**src/design/regx_pkg.sv**
```systemverilog
`timescale 1ns / 1ps
// ----------------------------------------------------------------------------
// regx_pkg
// Shared types, constants and decode helpers for the regex postfix converter.
// ----------------------------------------------------------------------------
package regx_pkg;

    localparam int STACK_DEPTH_DEF = 256;
    localparam int MAX_ALTS_DEF    = 32;

    localparam int CHAR_W  = 8;
    localparam int STAT_W  = 2;
    localparam int ATOM_W  = 2;
    localparam int ALT_W   = 6;
    localparam int ENTRY_W = ATOM_W + ALT_W;

    localparam logic [CHAR_W-1:0] CH_DOT   = 8'h2E;  // '.'
    localparam logic [CHAR_W-1:0] CH_BAR   = 8'h7C;  // '|'
    localparam logic [CHAR_W-1:0] CH_OPEN  = 8'h28;  // '('
    localparam logic [CHAR_W-1:0] CH_CLOSE = 8'h29;  // ')'
    localparam logic [CHAR_W-1:0] CH_STAR  = 8'h2A;  // '*'
    localparam logic [CHAR_W-1:0] CH_PLUS  = 8'h2B;  // '+'
    localparam logic [CHAR_W-1:0] CH_QMARK = 8'h3F;  // '?'
    localparam logic [CHAR_W-1:0] CH_NUL   = 8'h00;

    localparam logic [STAT_W-1:0] ST_BYTE = 2'd0;
    localparam logic [STAT_W-1:0] ST_OK   = 2'd1;
    localparam logic [STAT_W-1:0] ST_REJ  = 2'd2;

    typedef enum logic [2:0] {
        CL_OPEN, CL_CLOSE, CL_BAR, CL_QUANT, CL_LIT, CL_END
    } t_cls;

    typedef enum logic [2:0] {
        EM_DOT, EM_BAR, EM_CHAR, EM_OK, EM_REJ
    } t_emit;

    typedef enum logic [3:0] {
        OP_NONE, OP_SET_ERR, OP_CLEAR, OP_PUSH, OP_ALT_INC, OP_ALT_DEC,
        OP_ATOM_SET1, OP_ATOM_ZERO, OP_ATOM_INC, OP_POP, OP_RESTORE
    } t_op;

    typedef enum logic [3:0] {
        S_IDLE, S_DECODE, S_DOT, S_PUSH, S_BARS, S_POP, S_RESTORE, S_CHAR, S_FINISH
    } t_state;

    typedef struct packed {
        logic  load;
        logic  emit;
        t_emit sel;
        logic  last;
        t_op   op;
    } t_cmd;

    typedef struct packed {
        t_cls cls;
        logic err;
        logic atom0;
        logic atom2;
        logic alt0;
        logic alt1;
        logic alt_full;
        logic ptr0;
        logic ptr_full;
        logic out_free;
    } t_stat;

    function automatic t_cls classify(input logic [CHAR_W-1:0] ch, input logic eop);
        t_cls c;
        if (eop) begin
            c = CL_END;
        end else begin
            unique case (ch) inside
                CH_OPEN:                    c = CL_OPEN;
                CH_CLOSE:                   c = CL_CLOSE;
                CH_BAR:                     c = CL_BAR;
                CH_STAR, CH_PLUS, CH_QMARK: c = CL_QUANT;
                default:                    c = CL_LIT;
            endcase
        end
        return c;
    endfunction

endpackage

```
**src/design/regx_ctrl.sv**
```systemverilog
`timescale 1ns / 1ps
// ----------------------------------------------------------------------------
// regx_ctrl
// Sequencer: decodes each pattern byte and steps the datapath through the
// words it must emit and the stack operations it must do.
// ----------------------------------------------------------------------------
module regx_ctrl (
    input  logic           i_clk,
    input  logic           i_rst_n,
    input  logic           i_in_valid,
    output logic           o_in_ready,
    input  regx_pkg::t_stat i_stat,
    output regx_pkg::t_cmd  o_cmd
);
    import regx_pkg::*;

    t_state r_state;
    t_state n_state;

    always_ff @(posedge i_clk) begin
        if (!i_rst_n) begin
            r_state <= S_IDLE;
        end else begin
            r_state <= n_state;
        end
    end

    always_comb begin
        n_state    = r_state;
        o_in_ready = 1'b0;
        o_cmd.load = 1'b0;
        o_cmd.emit = 1'b0;
        o_cmd.sel  = EM_CHAR;
        o_cmd.last = 1'b0;
        o_cmd.op   = OP_NONE;
        unique case (r_state)
            S_IDLE: begin
                // no word is taken while reset is applied
                o_in_ready = i_rst_n;
                if (i_in_valid && i_rst_n) begin
                    o_cmd.load = 1'b1;
                    n_state    = S_DECODE;
                end
            end
            S_DECODE: begin
                n_state = S_IDLE;
                unique case (i_stat.cls)
                    CL_END: begin
                        if (i_stat.err || !i_stat.ptr0) n_state = S_FINISH;
                        else if (i_stat.atom2)          n_state = S_DOT;
                        else                            n_state = S_BARS;
                    end
                    CL_OPEN: begin
                        if (i_stat.err) begin
                            n_state = S_IDLE;
                        end else if (i_stat.ptr_full) begin
                            o_cmd.op = OP_SET_ERR;
                        end else if (i_stat.atom2) begin
                            n_state = S_DOT;
                        end else begin
                            o_cmd.op = OP_PUSH;
                        end
                    end
                    CL_BAR: begin
                        if (i_stat.err) begin
                            n_state = S_IDLE;
                        end else if (i_stat.atom0 || i_stat.alt_full) begin
                            o_cmd.op = OP_SET_ERR;
                        end else if (i_stat.atom2) begin
                            n_state = S_DOT;
                        end else begin
                            o_cmd.op = OP_ALT_INC;
                        end
                    end
                    CL_CLOSE: begin
                        if (i_stat.err) begin
                            n_state = S_IDLE;
                        end else if (i_stat.atom0 || i_stat.ptr0) begin
                            o_cmd.op = OP_SET_ERR;
                        end else if (i_stat.atom2) begin
                            n_state = S_DOT;
                        end else begin
                            o_cmd.op = OP_ATOM_ZERO;
                            n_state  = S_BARS;
                        end
                    end
                    CL_QUANT: begin
                        if (i_stat.err)        n_state  = S_IDLE;
                        else if (i_stat.atom0) o_cmd.op = OP_SET_ERR;
                        else                   n_state  = S_CHAR;
                    end
                    CL_LIT: begin
                        if (i_stat.err)        n_state = S_IDLE;
                        else if (i_stat.atom2) n_state = S_DOT;
                        else                   n_state = S_CHAR;
                    end
                    default: n_state = S_IDLE;
                endcase
            end
            S_DOT: begin
                if (i_stat.out_free) begin
                    o_cmd.emit = 1'b1;
                    o_cmd.sel  = EM_DOT;
                    unique case (i_stat.cls)
                        CL_OPEN: begin
                            o_cmd.last = 1'b1;
                            o_cmd.op   = OP_ATOM_SET1;
                            n_state    = S_PUSH;
                        end
                        CL_BAR: begin
                            o_cmd.last = 1'b1;
                            o_cmd.op   = OP_ALT_INC;
                            n_state    = S_IDLE;
                        end
                        CL_CLOSE: begin
                            // no bars pending: the dot closes out this byte
                            o_cmd.last = i_stat.alt0;
                            o_cmd.op   = OP_ATOM_ZERO;
                            n_state    = S_BARS;
                        end
                        CL_END: begin
                            o_cmd.op = OP_ATOM_ZERO;
                            n_state  = S_BARS;
                        end
                        default: begin
                            o_cmd.op = OP_ATOM_SET1;
                            n_state  = S_CHAR;
                        end
                    endcase
                end
            end
            S_PUSH: begin
                o_cmd.op = OP_PUSH;
                n_state  = S_IDLE;
            end
            S_BARS: begin
                if (i_stat.alt0) begin
                    n_state = (i_stat.cls == CL_END) ? S_FINISH : S_POP;
                end else if (i_stat.out_free) begin
                    o_cmd.emit = 1'b1;
                    o_cmd.sel  = EM_BAR;
                    o_cmd.last = (i_stat.cls == CL_CLOSE) && i_stat.alt1;
                    o_cmd.op   = OP_ALT_DEC;
                end
            end
            S_POP: begin
                o_cmd.op = OP_POP;
                n_state  = S_RESTORE;
            end
            S_RESTORE: begin
                o_cmd.op = OP_RESTORE;
                n_state  = S_IDLE;
            end
            S_CHAR: begin
                if (i_stat.out_free) begin
                    o_cmd.emit = 1'b1;
                    o_cmd.sel  = EM_CHAR;
                    o_cmd.last = 1'b1;
                    o_cmd.op   = (i_stat.cls == CL_LIT) ? OP_ATOM_INC : OP_NONE;
                    n_state    = S_IDLE;
                end
            end
            S_FINISH: begin
                if (i_stat.out_free) begin
                    o_cmd.emit = 1'b1;
                    o_cmd.sel  = (i_stat.err || !i_stat.ptr0) ? EM_REJ : EM_OK;
                    o_cmd.last = 1'b1;
                    o_cmd.op   = OP_CLEAR;
                    n_state    = S_IDLE;
                end
            end
            default: n_state = S_IDLE;
        endcase
    end

endmodule

```
**src/design/regx_dp.sv**
```systemverilog
`timescale 1ns / 1ps
// ----------------------------------------------------------------------------
// regx_dp
// Datapath: input latch, atom/alternation counters, group stack memory and
// the output word register.
// ----------------------------------------------------------------------------
module regx_dp #(
    parameter int STACK_DEPTH = regx_pkg::STACK_DEPTH_DEF,
    parameter int MAX_ALTS    = regx_pkg::MAX_ALTS_DEF
) (
    input  logic                        i_clk,
    input  logic                        i_rst_n,
    input  logic [regx_pkg::CHAR_W-1:0] i_pat_char,
    input  logic                        i_end_of_pattern,
    input  regx_pkg::t_cmd              i_cmd,
    output regx_pkg::t_stat             o_stat,
    output logic                        o_out_valid,
    input  logic                        i_out_ready,
    output logic [regx_pkg::CHAR_W-1:0] o_out_char,
    output logic [regx_pkg::STAT_W-1:0] o_status,
    output logic                        o_last
);
    import regx_pkg::*;

    localparam int PTR_W  = $clog2(STACK_DEPTH + 1);
    localparam int ADDR_W = $clog2(STACK_DEPTH);

    logic [CHAR_W-1:0]  r_char;
    logic               r_eop;
    logic [ATOM_W-1:0]  r_atom, n_atom;
    logic [ALT_W-1:0]   r_alt, n_alt;
    logic [PTR_W-1:0]   r_ptr, n_ptr;
    logic               r_err, n_err;
    logic [ENTRY_W-1:0] r_stack [STACK_DEPTH];
    logic [ENTRY_W-1:0] r_rd_data;
    logic               r_out_valid;
    logic [CHAR_W-1:0]  r_out_char;
    logic [STAT_W-1:0]  r_out_stat;
    logic               r_out_last;
    logic [PTR_W-1:0]   w_pop_ptr;
    logic [ATOM_W-1:0]  w_rd_atom;

    assign w_pop_ptr = r_ptr - PTR_W'(1);
    assign w_rd_atom = r_rd_data[ENTRY_W-1 -: ATOM_W];

    always_ff @(posedge i_clk) begin
        if (i_cmd.load) begin
            r_char <= i_pat_char;
            r_eop  <= i_end_of_pattern;
        end
    end

    // group stack: one write for '(' and one registered read for ')'
    always_ff @(posedge i_clk) begin
        if (i_cmd.op == OP_PUSH) begin
            r_stack[r_ptr[ADDR_W-1:0]] <= {r_atom, r_alt};
        end
        if (i_cmd.op == OP_POP) begin
            r_rd_data <= r_stack[w_pop_ptr[ADDR_W-1:0]];
        end
    end

    always_comb begin
        n_atom = r_atom;
        n_alt  = r_alt;
        n_ptr  = r_ptr;
        n_err  = r_err;
        case (i_cmd.op)
            OP_SET_ERR: n_err = 1'b1;
            OP_CLEAR: begin
                n_atom = '0;
                n_alt  = '0;
                n_ptr  = '0;
                n_err  = 1'b0;
            end
            OP_PUSH: begin
                n_ptr  = r_ptr + PTR_W'(1);
                n_atom = '0;
                n_alt  = '0;
            end
            OP_ALT_INC: begin
                n_atom = '0;
                n_alt  = r_alt + ALT_W'(1);
            end
            OP_ALT_DEC:   n_alt  = r_alt - ALT_W'(1);
            OP_ATOM_SET1: n_atom = ATOM_W'(1);
            OP_ATOM_ZERO: n_atom = '0;
            OP_ATOM_INC:  n_atom = r_atom + ATOM_W'(1);
            OP_POP:       n_ptr  = w_pop_ptr;
            OP_RESTORE: begin
                // the group itself counts as one more atom, capped at two
                n_atom = (w_rd_atom != '0) ? ATOM_W'(2) : ATOM_W'(1);
                n_alt  = r_rd_data[ALT_W-1:0];
            end
            default: ;
        endcase
    end

    always_ff @(posedge i_clk) begin
        if (!i_rst_n) begin
            r_atom <= '0;
            r_alt  <= '0;
            r_ptr  <= '0;
            r_err  <= 1'b0;
        end else begin
            r_atom <= n_atom;
            r_alt  <= n_alt;
            r_ptr  <= n_ptr;
            r_err  <= n_err;
        end
    end

    // output word register
    always_ff @(posedge i_clk) begin
        if (!i_rst_n) begin
            r_out_valid <= 1'b0;
        end else if (i_cmd.emit) begin
            r_out_valid <= 1'b1;
        end else if (i_out_ready) begin
            r_out_valid <= 1'b0;
        end
    end

    always_ff @(posedge i_clk) begin
        if (i_cmd.emit) begin
            r_out_last <= i_cmd.last;
            case (i_cmd.sel)
                EM_DOT: begin
                    r_out_char <= CH_DOT;
                    r_out_stat <= ST_BYTE;
                end
                EM_BAR: begin
                    r_out_char <= CH_BAR;
                    r_out_stat <= ST_BYTE;
                end
                EM_OK: begin
                    r_out_char <= CH_NUL;
                    r_out_stat <= ST_OK;
                end
                EM_REJ: begin
                    r_out_char <= CH_NUL;
                    r_out_stat <= ST_REJ;
                end
                default: begin
                    r_out_char <= r_char;
                    r_out_stat <= ST_BYTE;
                end
            endcase
        end
    end

    assign o_out_valid = r_out_valid;
    assign o_out_char  = r_out_char;
    assign o_status    = r_out_stat;
    assign o_last      = r_out_last;

    assign o_stat.cls      = classify(r_char, r_eop);
    assign o_stat.err      = r_err;
    assign o_stat.atom0    = (r_atom == '0);
    assign o_stat.atom2    = (r_atom == ATOM_W'(2));
    assign o_stat.alt0     = (r_alt == '0);
    assign o_stat.alt1     = (r_alt == ALT_W'(1));
    assign o_stat.alt_full = (r_alt == ALT_W'(MAX_ALTS));
    assign o_stat.ptr0     = (r_ptr == '0);
    assign o_stat.ptr_full = (r_ptr == PTR_W'(STACK_DEPTH));
    assign o_stat.out_free = !r_out_valid || i_out_ready;

`ifndef SYNTHESIS
    a_emit_free: assert property (@(posedge i_clk) disable iff (!i_rst_n)
        i_cmd.emit |-> (!r_out_valid || i_out_ready))
        else $error("word emitted over an untaken word");
    a_atom_range: assert property (@(posedge i_clk) disable iff (!i_rst_n)
        r_atom != ATOM_W'(3))
        else $error("atom count out of range");
    a_alt_range: assert property (@(posedge i_clk) disable iff (!i_rst_n)
        r_alt <= ALT_W'(MAX_ALTS))
        else $error("alternation count above bound");
    a_ptr_range: assert property (@(posedge i_clk) disable iff (!i_rst_n)
        r_ptr <= PTR_W'(STACK_DEPTH))
        else $error("stack pointer above depth");
    a_clear: assert property (@(posedge i_clk) disable iff (!i_rst_n)
        (i_cmd.op == OP_CLEAR) |=> (r_ptr == '0 && !r_err && r_atom == '0 && r_alt == '0))
        else $error("state not cleared at end of pattern");
`endif

endmodule

```
**src/design/regex_infix_to_postfix.sv**
```systemverilog
`timescale 1ns / 1ps
// ----------------------------------------------------------------------------
// regex_infix_to_postfix
// Converts a regular expression, one byte per word, to postfix with explicit
// concatenation dots.
// ----------------------------------------------------------------------------
// Input stream: one pattern byte per word in tdata; tlast marks end of
// pattern (tdata is then ignored). Output stream: postfix byte in tdata,
// tuser gives the kind (0 byte, 1 pattern ok, 2 pattern rejected), tlast is
// set on the final word caused by an input word.
// Each input word is accepted, then decoded, then the output words that
// it causes are emitted; ')' and an accepted end of pattern also pass a
// state that sees the bar count reach zero, ')' then the stack pop and
// the registered read, and '(' after two atoms the push. End of pattern
// and ')' emit one '|' per pending '|'. The rate is set by the single
// sequencer and the one stack port. A new input word is taken while the
// last output word still waits. When the output side stalls the
// sequencer holds in place; nothing
// is lost. Reset clears the counters, stack pointer, error flag and output
// valid and holds tready low; the stack contents are not cleared, only
// entries below the pointer are read.
// Errors are sticky and reported once, as a single rejected word at the end.
// ----------------------------------------------------------------------------
module regex_infix_to_postfix #(
    parameter int STACK_DEPTH = regx_pkg::STACK_DEPTH_DEF,
    parameter int MAX_ALTS    = regx_pkg::MAX_ALTS_DEF
) (
    input  logic       i_clk,
    input  logic       i_rst_n,
    input  logic       s_axis_tvalid,
    output logic       s_axis_tready,
    input  logic [7:0] s_axis_tdata,   // [7:0] pat_char
    input  logic       s_axis_tlast,   // end_of_pattern
    output logic       m_axis_tvalid,
    input  logic       m_axis_tready,
    output logic [7:0] m_axis_tdata,   // [7:0] out_char
    output logic [1:0] m_axis_tuser,   // [1:0] status
    output logic       m_axis_tlast    // last
);
    import regx_pkg::*;

    t_cmd  w_cmd;
    t_stat w_stat;

    regx_ctrl u_ctrl (
        .i_clk      (i_clk),
        .i_rst_n    (i_rst_n),
        .i_in_valid (s_axis_tvalid),
        .o_in_ready (s_axis_tready),
        .i_stat     (w_stat),
        .o_cmd      (w_cmd)
    );

    regx_dp #(
        .STACK_DEPTH (STACK_DEPTH),
        .MAX_ALTS    (MAX_ALTS)
    ) u_dp (
        .i_clk            (i_clk),
        .i_rst_n          (i_rst_n),
        .i_pat_char       (s_axis_tdata),
        .i_end_of_pattern (s_axis_tlast),
        .i_cmd            (w_cmd),
        .o_stat           (w_stat),
        .o_out_valid      (m_axis_tvalid),
        .i_out_ready      (m_axis_tready),
        .o_out_char       (m_axis_tdata),
        .o_status         (m_axis_tuser),
        .o_last           (m_axis_tlast)
    );

endmodule
```
**config.mk**
```make
export PLATFORM = sky130hd
export DESIGN_NAME = regex_infix_to_postfix
export DESIGN_NICKNAME = d
export VERILOG_FILES = /design/src/design/regx_pkg.sv /design/src/design/regx_ctrl.sv /design/src/design/regx_dp.sv /design/src/design/regex_infix_to_postfix.sv
export SDC_FILE = /design/constraint.sdc
export NUM_CORES = 2
export LEC_CHECK = 0
export BUFFER_PORTS_ARGS = -buffer_cell sky130_fd_sc_hd__buf_2
export CORE_ASPECT_RATIO = 1.25
export CORE_UTILIZATION = 55
export DETAILED_ROUTE_END_ITERATION = 8
export PLACE_DENSITY_LB_ADDON = 0.1
export SYNTH_ARGS = -nofsm -noshare
export SYNTH_HDL_FRONTEND = slang
export SYNTH_SLANG_ARGS = --single-unit
export TNS_END_PERCENT = 30
```
**constraint.sdc**
```tcl
create_clock -name i_clk -period 6.41 [get_ports i_clk]
set_clock_uncertainty 0.1 [all_clocks]
set_input_delay 0 -clock i_clk [delete_from_list [all_inputs] [get_ports i_clk]]
set_output_delay 0 -clock i_clk [all_outputs]
set_load 0.01 [all_outputs]
```
==> flow_metrics.env <==
export IMPL_synth_nets=3609
export IMPL_syn_to_final_growth_pct=10.67
export IMPL_synthCells=3586
export IMPL_clock_sinks=2099
export IMPL_avgSynthCellArea_um2=22.93
export IMPL_required_ps=6760
export IMPL_cts_buffer_depth=3
export IMPL_power_frac_clock=0.350
export IMPL_ff2ff_setup_slack_ps=620
export IMPL_final_setup_viol_count=0
export IMPL_synth_edf_count=2076
export IMPL_cts_resized_gates=0
export IMPL_r2r_end="u_dp.r_stack[19][7]$_DFFE_PP_"
export IMPL_grt_max_degree=257
export IMPL_grt_pass1_vias=38800
export IMPL_drive_gt1_frac=0.2813
export IMPL_crit_arrival_ps=6140
export IMPL_utilization=0.6130
export IMPL_start_util=0.5539
export IMPL_drc=0
export IMPL_core_area_um2=148500
export IMPL_grt_overflow=0
export IMPL_htreeDepth=4
export IMPL_tightest_slew_ps=1371
export IMPL_grt_usage=0.2611
export IMPL_p_switching_mw=7.955
export IMPL_power_frac_comb=0.152
export IMPL_cp_start_kind="flop"
export IMPL_core_rowCount=158
export IMPL_clk_pin_slew_worst_paths_ps=60
export IMPL_synth_xor_area_frac=0.001172
export IMPL_finalWirelength_um=192200
export IMPL_firstDrtPassIters=7
export IMPL_synth_adder_area_share=0.001521
export IMPL_via_count=37560
export IMPL_cts_made_buffers=191
export IMPL_antenna_found_initial=4
export IMPL_critPathKind="flop to flop"
export IMPL_port_buffers=25
export IMPL_die_area_um2=151100
export IMPL_period_share=0.9035
export IMPL_yosys_area_share_simple=0.02635
export IMPL_rsz0062_at_grt="false"
export IMPL_via_per_inst=6.428
export IMPL_whs_ps=155.3
export IMPL_switching_share=0.2501
export IMPL_status="finished clean"
export IMPL_p_leak_nw=28.74
export IMPL_async_flop_share=0
export IMPL_ys_seq_elements=2099
export IMPL_die_y_um=434.3
export IMPL_synth_top_family_by_area="multiplexers"
export IMPL_synth_distinct_cells=74
export IMPL_grt_pass1_wl_um=279400
export IMPL_layout_min_cycle_time_ps=5792
export IMPL_yosys_warnings=0
export IMPL_ioPinCount=26
export IMPL_layout_setup_ws_ps=618.5
export IMPL_power_frac_seq=0.498
export IMPL_die_x_um=347.9
export IMPL_synth_compound_area_share=0.008977
export IMPL_synthFlopType="edfxtp_1"
export IMPL_synth_top_area_cell="edfxtp_1"
export IMPL_yosysSeqAreaShare=0.7636
export IMPL_hp_start="s_axis_tvalid"
export IMPL_syn_cell_area_um2=82240
export IMPL_final_hold_viol_count=0
export IMPL_maxSlewHeadroom=0.08588
export IMPL_cts_root_buf="clkbuf_16"
export IMPL_fmax_mhz=172.7
export IMPL_final_nets=3710
export IMPL_synthTopCellsByCount="edfxtp_1, mux4_2, nor2_1"
export IMPL_place_hpwl_um=114400
export IMPL_r2r_start="u_dp.r_alt[1]$_SDFFE_PN0P_"
export IMPL_finalMaxSlewViolations=0
export IMPL_reg2reg_depth=12
export IMPL_worstSetupEndpointType="flop"
export IMPL_wl_per_cell_um=32.90
export IMPL_yosys_area_top_type_share=0.7580
export IMPL_hold_depth=4
export IMPL_antenna_cells=0
export IMPL_whs_endpoint="u_dp.r_eop$_DFFE_PP_"
export IMPL_drtIter0Drc=4109
export IMPL_irDropWorstVdd_mv=0.2905
export IMPL_cap_violations=0
export IMPL_p_per_area_nw_per_um2=349.5
export IMPL_ant_nets=0
export IMPL_gp_congestion=0.8572
export IMPL_post_place_ws_ps=656.5
export IMPL_synth_mux_area_frac=0.1863
export IMPL_cp_max_fo=64
export IMPL_p_int_mw=23.85
export IMPL_yosysMostFrequentCell="edfxtp_1"
export IMPL_hp_class="primary input to flop"
export IMPL_clock_latency_ps=820
export IMPL_setup_tns_final_ps=0
export IMPL_synthTopCellsByArea="edfxtp_1, mux4_2, nor2_1"
export IMPL_tritoncts="yes"
-- worst max-delay path, stage by stage, from the launching register on --
cell      delay, ps
dfxtp_4         570
inv_1           210
ha_1            220
or3b_1          410
o311ai_1        250
a2111o_1        330
o31ai_1         160
nor3_1          420
and3_1          380
buf_4           340
nand4_2         870
buf_4           560
nor2_1          580
-- placed cells by master (no fill, tap or decap), types with 7 or more instances in the layout --
master	n
a21oi_1	21
buf_4	53
nor2_1	290
nor2b_1	14
clkbuf_1	42
nor4_1	7
dlygate4sd3_1	23
nor3_1	16
buf_12	14
buf_2	25
inv_1	11
a31oi_1	15
dfxtp_4	9
bufinv_16	18
clkbuf_16	194
ha_1	9
nand3_4	9
nand3_1	16
mux4_2	680
and2_1	10
clkinvlp_4	11
and3_1	8
nand2_1	49
clkinv_1	42
o21ai_0	17
clkinv_2	31
edfxtp_1	2076
dfxtp_1	14
-- kinds of logic (layout without fill, tap and decap cells) --
logic type / count (synthesis) / after routing
multiplexers: 681 / 681
flip-flops: 2099 / 2099
XOR/XNOR: 11 / 11
AND/OR/NAND/NOR: 461 / 461
adder cells (fa/ha/maj): 10 / 10
buffers and inverters: 220 / 477
AO/OA/AOI/OAI: 104 / 104
-- worst max path at each step --
stage,cells after the start,end,slack (ps),from
2_1_floorplan,13,u_dp.r_stack[112][0]$_DFFE_PP_,1100,u_dp.r_alt[1]$_SDFFE_PN0P_
6_report,12,u_dp.r_stack[19][7]$_DFFE_PP_,620,u_dp.r_alt[1]$_SDFFE_PN0P_
5_1_grt,12,u_dp.r_stack[131][3]$_DFFE_PP_,320,u_dp.r_alt[1]$_SDFFE_PN0P_
4_1_cts,12,u_dp.r_stack[147][0]$_DFFE_PP_,630,u_dp.r_alt[1]$_SDFFE_PN0P_
3_5_place_dp,12,u_dp.r_stack[19][6]$_DFFE_PP_,660,u_dp.r_alt[1]$_SDFFE_PN0P_
3_3_place_gp,12,u_dp.r_stack[35][3]$_DFFE_PP_,790,u_dp.r_alt[1]$_SDFFE_PN0P_
-- metal layers --
metal | GRT usage | vias to the layer above | wire length, um
met3 | 0.04017 | 249 | 12430
met2 | 0.4445 | 1514 | 99890
met4 | 0.06853 | 2 | 4522
li1 | - | 15460 | -
met5 | 0 | - | 13
met1 | 0.3565 | 20340 | 75380
-- stage by stage --
stage	instance area (um2)	std cells	total power, mW
finish	91010	5843	31.81
floorplan	82250	3586	19.33
CTS	91010	5843	32.02
global placement	84720	5471	20.93
global route	91010	5843	32.65
detailed placement	84720	5471	21.01
-- layout make-up --
type | count | area, um2
Clock buffer | 237 | 5026
Clock inverter | 112 | 1041
Fill cell | 10010 | 57450
Inverter | 13 | 48.80
Multi-Input combinational cell | 1267 | 18530
Sequential cell | 2099 | 62830
Tap cell | 2000 | 2502
Timing Repair Buffer | 115 | 1033
-- state kept, by name, summed over array words and instances, names as in the netlist --
signal,flops
u_dp.r_err,1
u_dp.r_rd_data,8
u_dp.r_alt,6
u_ctrl.r_state,4
u_dp.o_status,2
u_dp.r_stack,2048
u_dp.o_out_valid,1
u_dp.r_atom,2
u_dp.r_ptr,9
u_dp.o_out_char,8
u_dp.r_eop,1
u_dp.r_char,8
u_dp.o_last,1
-- power by group through the flow --
| stage | clock (mW) | sequential, mW | combinational [mW] |
|---|---|---|---|
| 5_1_grt | 11.8 | 15.8 | 5.04 |
| 4_1_cts | 11.3 | 15.8 | 4.90 |
| 3_3_place_gp | 0 | 16.1 | 4.82 |
| 3_5_place_dp | 0 | 16.1 | 4.88 |
| 2_1_floorplan | 0 | 16.3 | 3.08 |
| 6_report | 11.1 | 15.8 | 4.83 |
-- repair_timing --
| action | CTS | global route |
|---|---|---|
| endpoints found under the setup margin | 0 | 0 |
| buffers inserted | 0 | 0 |
| hold endpoints to repair | 46 | 0 |
| hold buffers | 23 | 0 |
No activity file was read; power rests on OpenSTA's default activity.
